<file path="config.mk">
export PLATFORM = sky130hd
export DESIGN_NAME = nsc_tracker
export DESIGN_NICKNAME = d
export VERILOG_FILES = /design/src/rtl/core/nsc_pkg.sv /design/src/rtl/core/nsc_tracker.sv
export SDC_FILE = /design/constraint.sdc
export NUM_CORES = 1
export LEC_CHECK = 0
export ABC_AREA = 1
export BUFFER_PORTS_ARGS = -buffer_cell sky130_fd_sc_hd__buf_4
export CORE_AREA = 5 5 65 67
export CTS_BUF_LIST = sky130_fd_sc_hd__clkbuf_8
export DETAILED_ROUTE_END_ITERATION = 7
export DIE_AREA = 0 0 70 72
export GPL_TIMING_DRIVEN = 0
export PLACE_DENSITY_LB_ADDON = 0.2
export REMOVE_ABC_BUFFERS = 1
export SLEW_MARGIN = 20
export SYNTH_ARGS = -nofsm -noshare
export SYNTH_HDL_FRONTEND = slang
export SYNTH_SLANG_ARGS = --single-unit
</file>
<file path="constraint.sdc">
create_clock -name clock -period 1.9 [get_ports clock]
set_clock_uncertainty 0.2 [all_clocks]
set_input_delay 0.19 -clock clock [delete_from_list [all_inputs] [get_ports clock]]
set_output_delay 0.19 -clock clock [all_outputs]
set_load 0.01 [all_outputs]
</file>
<file path="src/rtl/core/nsc_pkg.sv">
`timescale 1ns / 1ps
`default_nettype none

package nsc_pkg;

   // Default buffer length of one sentence, terminator place included.
   localparam int MAX_LEN_DEFAULT = 75;

   // Character codes the tracker reacts to.
   localparam logic [7:0] CHAR_DOLLAR  = 8'h24;
   localparam logic [7:0] CHAR_STAR    = 8'h2A;
   localparam logic [7:0] CHAR_NEWLINE = 8'h0A;

   // Number of characters in the GGA tag, the dollar included.
   localparam logic [2:0] GGA_TAG_LEN = 3'd6;

   // Width of the response payload before byte padding.
   localparam int RESULT_W = 20;
   localparam int RSP_DATA_W = 24;

   // Sentence phases.
   typedef enum logic [1:0] {
      PHASE_BODY = 2'd0,
      PHASE_HEX  = 2'd1,
      PHASE_DONE = 2'd2
   } phase_type;

   // One result; the last field sits in the lowest bits.
   typedef struct packed {
      logic       overflow;
      logic       is_gga;
      logic [7:0] received_sum;
      logic [7:0] computed_sum;
      logic       star_found;
      logic       checksum_ok;
   } result_type;

   // Expected character of "$GPGGA" at a given position.
   function automatic logic [7:0] gga_char(input logic [2:0] pos);
      logic [7:0] ch;
      case (pos)
         3'd0:    ch = 8'h24;
         3'd1:    ch = 8'h47;
         3'd2:    ch = 8'h50;
         3'd3:    ch = 8'h47;
         3'd4:    ch = 8'h47;
         3'd5:    ch = 8'h41;
         default: ch = 8'h00;
      endcase
      return ch;
   endfunction

   // Hex digit decode; bit 4 is set when the character is a hex digit.
   function automatic logic [4:0] hex_decode(input logic [7:0] c);
      logic [4:0] r;
      r = 5'd0;
      if (c >= 8'h30 && c <= 8'h39) begin
         r = {1'b1, 4'(c - 8'h30)};
      end else if (c >= 8'h41 && c <= 8'h46) begin
         r = {1'b1, 4'(c - 8'h37)};
      end else if (c >= 8'h61 && c <= 8'h66) begin
         r = {1'b1, 4'(c - 8'h57)};
      end
      return r;
   endfunction

endpackage

`default_nettype wire

</file>
<file path="src/rtl/core/nsc_tracker.sv">
`timescale 1ns / 1ps
`default_nettype none

module nsc_tracker #(
   parameter int MAX_LEN = nsc_pkg::MAX_LEN_DEFAULT
) (
   input  wire logic               clock,
   input  wire logic               reset,
   input  wire logic               byte_valid,
   input  wire logic [7:0]         byte_data,
   output logic                    result_valid,
   output nsc_pkg::result_type     result
);
   import nsc_pkg::*;

   localparam int LEN_W = $clog2(MAX_LEN);
   localparam logic [LEN_W-1:0] LEN_LIMIT = LEN_W'(MAX_LEN - 1);

   logic             in_sentence_ff, in_sentence_in;
   phase_type        phase_ff, phase_in;
   logic [7:0]       xor_acc_ff, xor_acc_in;
   logic [7:0]       rx_sum_ff, rx_sum_in;
   logic [1:0]       hex_count_ff, hex_count_in;
   logic [LEN_W-1:0] length_ff, length_in;
   logic [2:0]       prefix_pos_ff, prefix_pos_in;
   logic             prefix_match_ff, prefix_match_in;
   logic             overflowed_ff, overflowed_in;
   logic [4:0]       hex;

   assign hex = hex_decode(byte_data);

   // Next state of the sentence tracker and the result on a closing newline.
   always_comb begin
      in_sentence_in  = in_sentence_ff;
      phase_in        = phase_ff;
      xor_acc_in      = xor_acc_ff;
      rx_sum_in       = rx_sum_ff;
      hex_count_in    = hex_count_ff;
      length_in       = length_ff;
      prefix_pos_in   = prefix_pos_ff;
      prefix_match_in = prefix_match_ff;
      overflowed_in   = overflowed_ff;
      result_valid    = 1'b0;

      if (byte_valid && byte_data == CHAR_DOLLAR) begin
         in_sentence_in  = 1'b1;
         phase_in        = PHASE_BODY;
         xor_acc_in      = 8'd0;
         rx_sum_in       = 8'd0;
         hex_count_in    = 2'd0;
         length_in       = LEN_W'(1);
         prefix_pos_in   = 3'd1;
         prefix_match_in = 1'b1;
         overflowed_in   = 1'b0;
      end else if (byte_valid && in_sentence_ff) begin
         // Every stored byte counts against the buffer, the newline too.
         if (length_ff >= LEN_LIMIT) begin
            overflowed_in = 1'b1;
         end else begin
            length_in = length_ff + LEN_W'(1);
         end

         if (byte_data == CHAR_NEWLINE) begin
            result_valid   = 1'b1;
            in_sentence_in = 1'b0;
         end else begin
            if (prefix_pos_ff < GGA_TAG_LEN) begin
               if (byte_data != gga_char(prefix_pos_ff)) begin
                  prefix_match_in = 1'b0;
               end
               prefix_pos_in = prefix_pos_ff + 3'd1;
            end

            case (phase_ff)
               PHASE_BODY: begin
                  if (byte_data == CHAR_STAR) begin
                     phase_in = PHASE_HEX;
                  end else begin
                     xor_acc_in = xor_acc_ff ^ byte_data;
                  end
               end
               PHASE_HEX: begin
                  if (!hex[4]) begin
                     phase_in = PHASE_DONE;
                  end else begin
                     rx_sum_in    = {rx_sum_ff[3:0], hex[3:0]};
                     hex_count_in = hex_count_ff + 2'd1;
                     if (hex_count_ff != 2'd0) begin
                        phase_in = PHASE_DONE;
                     end
                  end
               end
               default: begin
                  phase_in = phase_ff;
               end
            endcase
         end
      end
   end

   // Result fields, read from the state before the newline; overflow also counts the newline.
   always_comb begin
      result.star_found   = (phase_ff != PHASE_BODY);
      result.computed_sum = xor_acc_ff;
      result.received_sum = rx_sum_ff;
      result.is_gga       = prefix_match_ff && (prefix_pos_ff == GGA_TAG_LEN);
      result.overflow     = overflowed_in;
      result.checksum_ok  = (phase_ff != PHASE_BODY) && (hex_count_ff != 2'd0) &&
                            (xor_acc_ff == rx_sum_ff) && !overflowed_in;
   end

   // Tracker state registers.
   always_ff @(posedge clock) begin
      if (reset) begin
         in_sentence_ff  <= 1'b0;
         phase_ff        <= PHASE_BODY;
         xor_acc_ff      <= 8'd0;
         rx_sum_ff       <= 8'd0;
         hex_count_ff    <= 2'd0;
         length_ff       <= '0;
         prefix_pos_ff   <= 3'd0;
         prefix_match_ff <= 1'b0;
         overflowed_ff   <= 1'b0;
      end else begin
         in_sentence_ff  <= in_sentence_in;
         phase_ff        <= phase_in;
         xor_acc_ff      <= xor_acc_in;
         rx_sum_ff       <= rx_sum_in;
         hex_count_ff    <= hex_count_in;
         length_ff       <= length_in;
         prefix_pos_ff   <= prefix_pos_in;
         prefix_match_ff <= prefix_match_in;
         overflowed_ff   <= overflowed_in;
      end
   end

endmodule

`default_nettype wire

</file>
==> metrics, run 1 <==
core area 0.00358 mm2; CTS root buf clkbuf_8; CTS HTree Levels 2; Placement Rows 22; Power Total 1.33 mW; first-pass GRT wire length 7.92 mm; pre-CTS setup slack -74.6 ps; switch share 25.6%; Warnings, synthesis 0; Worst-Skew Late Latency 290 ps; P_leak 1.22 nW; Worst path depth 10; final net count 369; combinational power share 8.0%; Hold Crit Class in -> reg; number of diodes 0; critical path launch point length_ff[0]$_SDFFE_PP0P_; Fmax 519 MHz; vias in the first global route 1836; Setup crit end kind output pin; clock-pin transition on the worst setup and hold timing paths 70 ps; met3 wire length 192 um; Avg Inst Size Synth 6.67 um2; CP max stage cell dfxtp_2; Int Power 0.986 mW; Startpoint Class flip-flop; 1st-pass router iterations 4; period utilization 101%; PwrDens 535 mW/mm2; Met1 Wirelength 2.13 mm; max-cap violations 0; drt drc 0; Buf/Inv on CP 3; chip height 72 um; ranking of synthesized cells by area dfxtp_1, nand2_1, ha_1; critical path arrival 1540 ps; CP top delay family flip-flops; DRT iter0 DRCs 73; Routability Congestion 0.881; most frequent cell after synthesis nand2_1; grt total ovfl 0; Mapped Cells 305; status complete, but fails checks; CP Cell Sequence inv_4 > ha_4 > o21ai_2 > nand3_1 > nand2_1 > o21bai_1 > nand2_1 > inv_2 > nor2_2 > buf_4; mapped cell area 0.00203 mm2; slew margin rel. 73.3%; setup ws final -25.2 ps; post-detail-place hpwl 3.52 mm; register share of total power 52.2%; Core Util, Final 69.2%; Area after DPL 0.00227 mm2; CP max stage delay 350 ps; largest net degree at the start of global routing 22; metal2 WL 2.36 mm; antenna violations before repair 0; share of post-route cells with drive strength above 1 21.6%; Slew @ Worst Pin 400 ps; via count 2002; # port buffers 31; Crit Path Category reg -> out; Slew Limit Fails 0; crit path to result[0]; Syn-to-layout area delta 21.7%; CTS tree yes; sequential share of the synthesized area 32.5%; Sink Count 33; Yosys top cell by area dfxtp_1; fin area 0.00248 mm2; Initial Util 56.9%; GRT Util Overall 19.3%; NetSw 0.340 mW; violated checks negative setup slack; R2R Path End length_ff[1]$_SDFFE_PP0P_; top_reg_cell synth dfxtp_1; multi-input logic area 0.00119 mm2; Final Hold Fails 0; crit path time final 1930 ps; Top Ports 32; Post-DRT Antenna Nets 0; worst r2r src length_ff[1]$_SDFFE_PP0P_; peak fanout along the critical path 2; Worst path most repeated cell nand2_1; Reg area 664 um2; Netlist cell types 25; synth cell count leaders nand2_1, inv_1, dfxtp_1, nor2_1; Reg2Reg Setup Slack 120 ps; CP Data Required Time 1510 ps; vias per cell 5.06; Die X 70 um; Layout fillers 324; Clock Power Share 39.8%; Num CTS Buffers 5; Worst VDD drop 0.379 mV; Max Used Layer met4; routed len/inst 12.0 um; Fin Hold WS 5.79 ps; R2R depth 11; number of synthesized flops with an enable pin 0; post-synth top area share 32.5%; flops & latches, synth 33; Clock Tree Buf Depth 2; Final Setup Violations 1; Die ar. 0.00504 mm2; RSZ-0062 raised after global routing true; DRT Wirelength 4.74 mm; FFs w/ async S/R, synth 0%
what timing repair did:
item / in CTS / in global routing
hold endpoints to repair: 6 / 0
hold buffers: 4 / 0
gates resized for setup: 10 / 4
pin swaps: 3 / 5
buffers inserted: 3 / 3
setup endpoints to repair: 4 / 7
cells by family (layout without fill, tap and decap cells):
| logic type | count (synthesis) | in the layout | share of synthesized area [%] |
|---|---|---|---|
| AO/OA/AOI/OAI | 50 | 50 | 13.3 |
| XOR/XNOR | 8 | 8 | 3.44 |
| adder cells (fa/ha/maj) | 11 | 11 | 6.76 |
| buffers and inverters | 47 | 90 | 10.3 |
| flip-flops | 33 | 33 | 32.5 |
| AND/OR/NAND/NOR | 156 | 156 | 33.6 |
cells in the final DEF, fill, tap and decap left out, types with 6 or more instances in the layout:
cell type / instances
a21oi_1: 26
buf_4: 37
dfxtp_1: 30
ha_1: 10
inv_1: 33
inv_2: 7
nand2_1: 77
nand2_2: 6
nand3_1: 26
nor2_1: 32
o21ai_0: 16
xor2_1: 8
stage by stage:
stage / TNS (ps) / std cells
floorplan: 0 / 299
global placement: -91.5 / 378
detailed placement: -334 / 378
CTS: -66.2 / 393
global route: -211 / 396
finish: -25.2 / 396
layer usage:
metal / GRT usage [%] / vias to the layer above
met5: 0 / -
met4: 7.66 / 0
met3: 5.12 / 5
met2: 34.2 / 34
met1: 22.1 / 912
li1: - / 1051
sequential cells by signal, indices dropped and copies added (netlist names):
| name | flops |
|---|---|
| prefix_match_ff | 1 |
| prefix_pos_ff | 3 |
| in_sentence_ff | 1 |
| phase_ff | 2 |
| length_ff | 7 |
| overflowed_ff | 1 |
| hex_count_ff | 2 |
| xor_acc_ff | 8 |
| rx_sum_ff | 8 |
worst min-delay path by stage:
stage          slack [ps]          from  cells after the start                      endpoint
2_1_floorplan          60         reset                      1     length_ff[0]$_SDFFE_PP0P_
3_3_place_gp          190         reset                      2  prefix_match_ff$_SDFFE_PP0P_
3_5_place_dp          190         reset                      2  prefix_match_ff$_SDFFE_PP0P_
4_1_cts               0.5  byte_data[4]                      4    xor_acc_ff[4]$_SDFFE_PP0P_
5_1_grt                30  byte_data[5]                      3    xor_acc_ff[5]$_SDFFE_PP0P_
6_report                6  byte_data[4]                      4    xor_acc_ff[4]$_SDFFE_PP0P_
power groups by stage:
stage | combinational, mW | clock, mW | sequential (mW)
2_1_floorplan | 0.0555 | 0 | 0.708
3_3_place_gp | 0.0976 | 0 | 0.708
3_5_place_dp | 0.0990 | 0 | 0.708
4_1_cts | 0.106 | 0.534 | 0.692
5_1_grt | 0.119 | 0.565 | 0.692
6_report | 0.107 | 0.527 | 0.692
worst register-to-register path, cell delays in order (launching register included):
cell     delay [ps]
dfxtp_2         400
ha_4            150
o21ai_2          50
nand3_1          70
nand2_1          70
buf_4           130
buf_4           120
nand2_2         100
inv_2            70
buf_4           130
o21ai_0         130
a21oi_1          60
layout make-up:
type | count | share of cell area [%]
multi-input combinational | 225 | 48.1
sequential | 33 | 26.8
timing repair buffer | 41 | 12.8
inverter | 41 | 6.32
clock buffer | 5 | 2.78
tap | 48 | 2.43
clock inverter | 3 | 0.707
Note: power is estimated with default switching activity, not from simulation.
==> run 2: changes to the inputs <==
CELL_PAD_IN_SITES_DETAIL_PLACEMENT = 0   (was unset)
CELL_PAD_IN_SITES_GLOBAL_PLACEMENT = 1   (was unset)
CORE_AREA = 5 5 77 79   (was 5 5 65 67)
DIE_AREA = 0 0 82 84   (was 0 0 70 72)
==> metrics, run 2 (synthesis results as in run 1) <==
Worst-Skew Late Latency 280 ps; first-pass GRT wire length 8.80 mm; switch share 23.9%; number of diodes 0; 1st-pass router iterations 4; DRT Wirelength 5.09 mm; via count 2009; GRT Util Overall 16.1%; PwrDens 518 mW/mm2; DP Cell Count 402; slew margin rel. 74.0%; CTS root buf clkbuf_8; CTS tree yes; largest net degree at the start of global routing 22; multi-input logic area 0.00121 mm2; Power Total 1.33 mW; clock-pin transition on the worst setup and hold timing paths 70 ps; Hold Crit Class in -> reg; peak fanout along the critical path 2; Routability Congestion 0.788; commonest non-fill, non-tap cell in the layout nand2_1; Clock Power Share 40.1%; most frequent cells in the layout nand2_1, buf_4, inv_1; share of post-route cells with drive strength above 1 24.6%; CP Data Required Time 1510 ps; core area 0.00527 mm2; largest registers rx_sum_ff: 8 flops, xor_acc_ff: 8 flops, length_ff: 7 flops; combinational power share 7.9%; drt drc 0; vias per cell 4.76; RSZ-0062 raised after global routing true; Placement Rows 27; DRT iter0 DRCs 73; Fmax 523 MHz; antenna violations before repair 0; Slew @ Worst Pin 389 ps; crit path time final 1910 ps; Area after DPL 0.00230 mm2; Int Power 1.01 mW; Reg area 674 um2; vias in the first global route 1873; Syn-to-layout area delta 25.9%; pre-CTS setup slack -68.8 ps; Top Ports 32; Final Setup Violations 1; # port buffers 31; Die X 82 um; register share of total power 52.0%; Initial Util 38.6%; Fin Hold WS -3.44 ps; grt total ovfl 0; max-cap violations 0; P_leak 1.25 nW; Setup crit end kind output pin; final net count 372; critical path arrival 1520 ps; Clock Tree Buf Depth 2; CTS HTree Levels 2; Sink Count 33; chip height 84 um; Layout fillers 585; post-detail-place hpwl 3.80 mm; Crit Path Category reg -> out; Num CTS Buffers 5; violated checks negative hold slack, negative setup slack; Startpoint Class flip-flop; Worst VDD drop 0.319 mV; setup ws final -11.0 ps; routed len/inst 12.1 um; Slew Limit Fails 0; status complete, but fails checks; period utilization 101%; final non-filler cell total 422; Die ar. 0.00689 mm2; fin area 0.00256 mm2; Final Hold Fails 1; Post-DRT Antenna Nets 0; NetSw 0.317 mW
-- run 2: changes by cell type in the layout (fill, tap and decap cells not counted), sizes merged --
cell	delta
buf	+5
clkbuf	+1
inv	+1
clkinv	-2
clkinvlp	-1
dlygate4sd3	-2
-- run 2: power by group through the flow --
stage	Combinational (mW)	Clock, mW	Sequential (mW)
4_1_cts	0.105	0.559	0.692
3_3_place_gp	0.101	0	0.708
2_1_floorplan	0.0555	0	0.708
3_5_place_dp	0.101	0	0.708
6_report	0.105	0.532	0.690
5_1_grt	0.119	0.591	0.689
-- run 2: worst paths after layout --
path,start,endpoint,slack (ps),cells past startpoint
min,byte_data[7],xor_acc_ff[7]$_SDFFE_PP0P_,-3,3
max reg2reg,length_ff[0]$_SDFFE_PP0P_,overflowed_ff$_SDFF_PP0_,90,13
max,length_ff[0]$_SDFFE_PP0P_,result[0],-10,10
min reg2reg,prefix_match_ff$_SDFFE_PP0P_,prefix_match_ff$_SDFFE_PP0P_,260,2
-- run 2: area by class of cell --
| type | count | share of cell area, % |
|---|---|---|
| Multi-Input combinational cell | 225 | 47.2 |
| Sequential cell | 33 | 26.3 |
| Timing Repair Buffer | 44 | 13.5 |
| Inverter | 41 | 6.01 |
| Tap cell | 72 | 3.52 |
| Clock buffer | 6 | 3.22 |
| Clock inverter | 1 | 0.147 |
-- run 2: critical path, cell delays in order, from the launching register on --
cell and delay (ps):
dfxtp_2 340, inv_2 50, ha_4 150, o21ai_2 100
nand3_1 90, nand2_1 90, o21bai_1 60, nand2_1 90
inv_2 60, nor2_4 110, buf_6 110
-- run 2: per-layer routing --
| metal | vias to the layer above | track usage, % | wire length (um) | part of all wire (%) |
|---|---|---|---|---|
| met3 | 6 | 4.00 | 248 | 4.9 |
| met1 | 902 | 21.9 | 2440 | 48 |
| met5 | - | 0 | 0 | 0 |
| li1 | 1063 | - | - | - |
| met4 | 0 | 3.93 | 61 | 1.2 |
| met2 | 38 | 25.3 | 2340 | 46 |
-- run 2: what timing repair did --
action	CTS	global route
pin swaps	6	5
gates resized for setup	13	16
gates cloned	0	0
endpoints found under the setup margin	4	8
hold endpoints to repair	4	0
hold buffers	2	0
setup buffers	8	3
-- run 2: stage by stage --
step                      util (%)  TNS, ps  hold slack, ps
after CTS                     47.4    -73.8           0.497
after global placement        43.7     -449             185
after detailed placement      43.7     -776             185
after floorplan                  -        0            59.1
final                         48.6    -11.0           -3.44
after global routing          48.6     -211            14.8
==> run 3: changes to the inputs <==
BUFFER_PORTS_ARGS = unset   (was -buffer_cell sky130_fd_sc_hd__buf_4)
CORE_AREA = 5 5 73 75   (was 5 5 77 79)
DIE_AREA = 0 0 78 80   (was 0 0 82 84)
DONT_BUFFER_PORTS = 1   (was unset)
==> metrics, run 3 (synthesis results as in run 1) <==
largest registers rx_sum_ff: 8 flops, xor_acc_ff: 8 flops, length_ff: 7 flops; crit path to result[0]; via count 1866; first-pass GRT wire length 8.13 mm; vias per cell 5.00; CTS root buf clkbuf_8; Setup crit end kind output pin; antenna violations before repair 0; Post-DRT Antenna Nets 0; Worst VDD drop 0.371 mV; worst r2r src prefix_pos_ff[0]$_SDFFE_PP0P_; critical path launch point length_ff[0]$_SDFFE_PP0P_; vias in the first global route 1807; DRT iter0 DRCs 70; crit path time final 1830 ps; largest net degree at the start of global routing 22; max-cap violations 0; Die ar. 0.00624 mm2; Hold Crit Class in -> reg; Num CTS Buffers 5; drt drc 0; Fin Hold WS 0.674 ps; Clock Tree Buf Depth 2; setup ws final 68.2 ps; pre-CTS setup slack -36.3 ps; commonest non-fill, non-tap cell in the layout nand2_1; Startpoint Class flip-flop; RSZ-0062 raised after global routing true; number of diodes 0; Routability Congestion 0.821; routed len/inst 13.2 um; post-detail-place hpwl 3.66 mm; Placement Rows 25; Sink Count 33; Die X 78 um; Syn-to-layout area delta 15.1%; Crit Path Category reg -> out; chip height 80 um; DRT Wirelength 4.93 mm; Final Setup Violations 0; Layout fillers 452; share of post-route cells with drive strength above 1 17.9%; Initial Util 44.2%; peak fanout along the critical path 2; CP Data Required Time 1510 ps; CTS tree yes; clock-pin transition on the worst setup and hold timing paths 70 ps; status finished clean; Core Util, Final 50.9%; Top Ports 32; final net count 340; # port buffers 0; P_leak 1.09 nW; GRT Util Overall 16.3%; most frequent cells in the layout nand2_1, inv_1, nor2_1; PwrDens 628 mW/mm2; R2R depth 11; R2R Path End prefix_match_ff$_SDFFE_PP0P_; period utilization 96.4%; 1st-pass router iterations 4; critical path arrival 1440 ps; Reg2Reg Setup Slack 180 ps; slew margin rel. 67.7%; Slew Limit Fails 0; Worst-Skew Late Latency 290 ps; Slew @ Worst Pin 480 ps; grt total ovfl 0; Final Hold Fails 0; CTS HTree Levels 2; Fmax 546 MHz; core area 0.00460 mm2
run 3: changes by cell type in the layout (fill, tap and decap cells not counted), moves of 2 or more:
cell           previous run  this run
buf_4                    39         3
dfxtp_1                  26        15
dfxtp_2                   5        15
dlygate4sd3_1             2         9
buf_6                     3         0
nand2_1                  76        78
nand2_2                   7         5
run 3: per-layer routing:
| metal | vias to the layer above | track usage [%] | part of all wire [%] |
|---|---|---|---|
| met2 | 30 | 28.1 | 46 |
| met3 | 9 | 6.09 | 5.6 |
| met4 | 0 | 4.73 | 1.6 |
| met5 | - | 0 | 0 |
| met1 | 823 | 18.7 | 46 |
| li1 | 1004 | - | - |
run 3: worst min path at each step:
stage	from	to	cells after the start
finish	byte_data[2]	rx_sum_ff[2]$_SDFFE_PP0P_	4
CTS	byte_data[2]	rx_sum_ff[2]$_SDFFE_PP0P_	4
floorplan	reset	length_ff[0]$_SDFFE_PP0P_	1
detailed placement	reset	prefix_match_ff$_SDFFE_PP0P_	1
global route	byte_data[2]	rx_sum_ff[2]$_SDFFE_PP0P_	4
global placement	reset	length_ff[0]$_SDFFE_PP0P_	1
run 3: stage by stage:
| stage | std cells | TNS (ps) | power [mW] | instance area [um2] |
|---|---|---|---|---|
| 2_1_floorplan | 299 | 0 | 0.764 | 1980 |
| 3_3_place_gp | 353 | -107 | 0.777 | 2050 |
| 3_5_place_dp | 353 | -71.8 | 0.777 | 2050 |
| 4_1_cts | 373 | -10.2 | 1.48 | 2310 |
| 5_1_grt | 373 | -39.9 | 1.52 | 2340 |
| 6_report | 373 | 0 | 1.47 | 2340 |
run 3: area by class of cell:
type                       instances  area, um2  area share, %
clock inverter                     2       33.8           1.44
timing repair buffer              12        113           4.81
sequential                        33        691           29.5
multi-input combinational        225       1200           51.3
tap                               54       67.6           2.89
inverter                          41        154           6.57
clock buffer                       6       82.6           3.53
run 3: critical path, stage by stage (launching register included):
cell and delay, ps:
dfxtp_2 340, inv_2 50, ha_4 140, o21ai_2 100, nand3_1 70, nand2_1 80, o21bai_1 70, nand2_1 100
inv_2 80, nor2_4 130
run 3: what timing repair did:
action,in CTS,in global routing
endpoints found under the hold margin,20,0
setup endpoints to repair,4,4
setup buffers,3,0
pin swaps,7,7
hold buffers,9,0
gates resized for setup,23,12
run 3: report_power, final:
group	internal [mW]	switching (mW)	total [mW]	leakage, nW
Clock	0.422	0.271	0.694	0.0626
Sequential	0.687	0.000587	0.688	0.276
Combinational	0.0358	0.0531	0.0890	0.753
Total	1.15	0.325	1.47	1.09
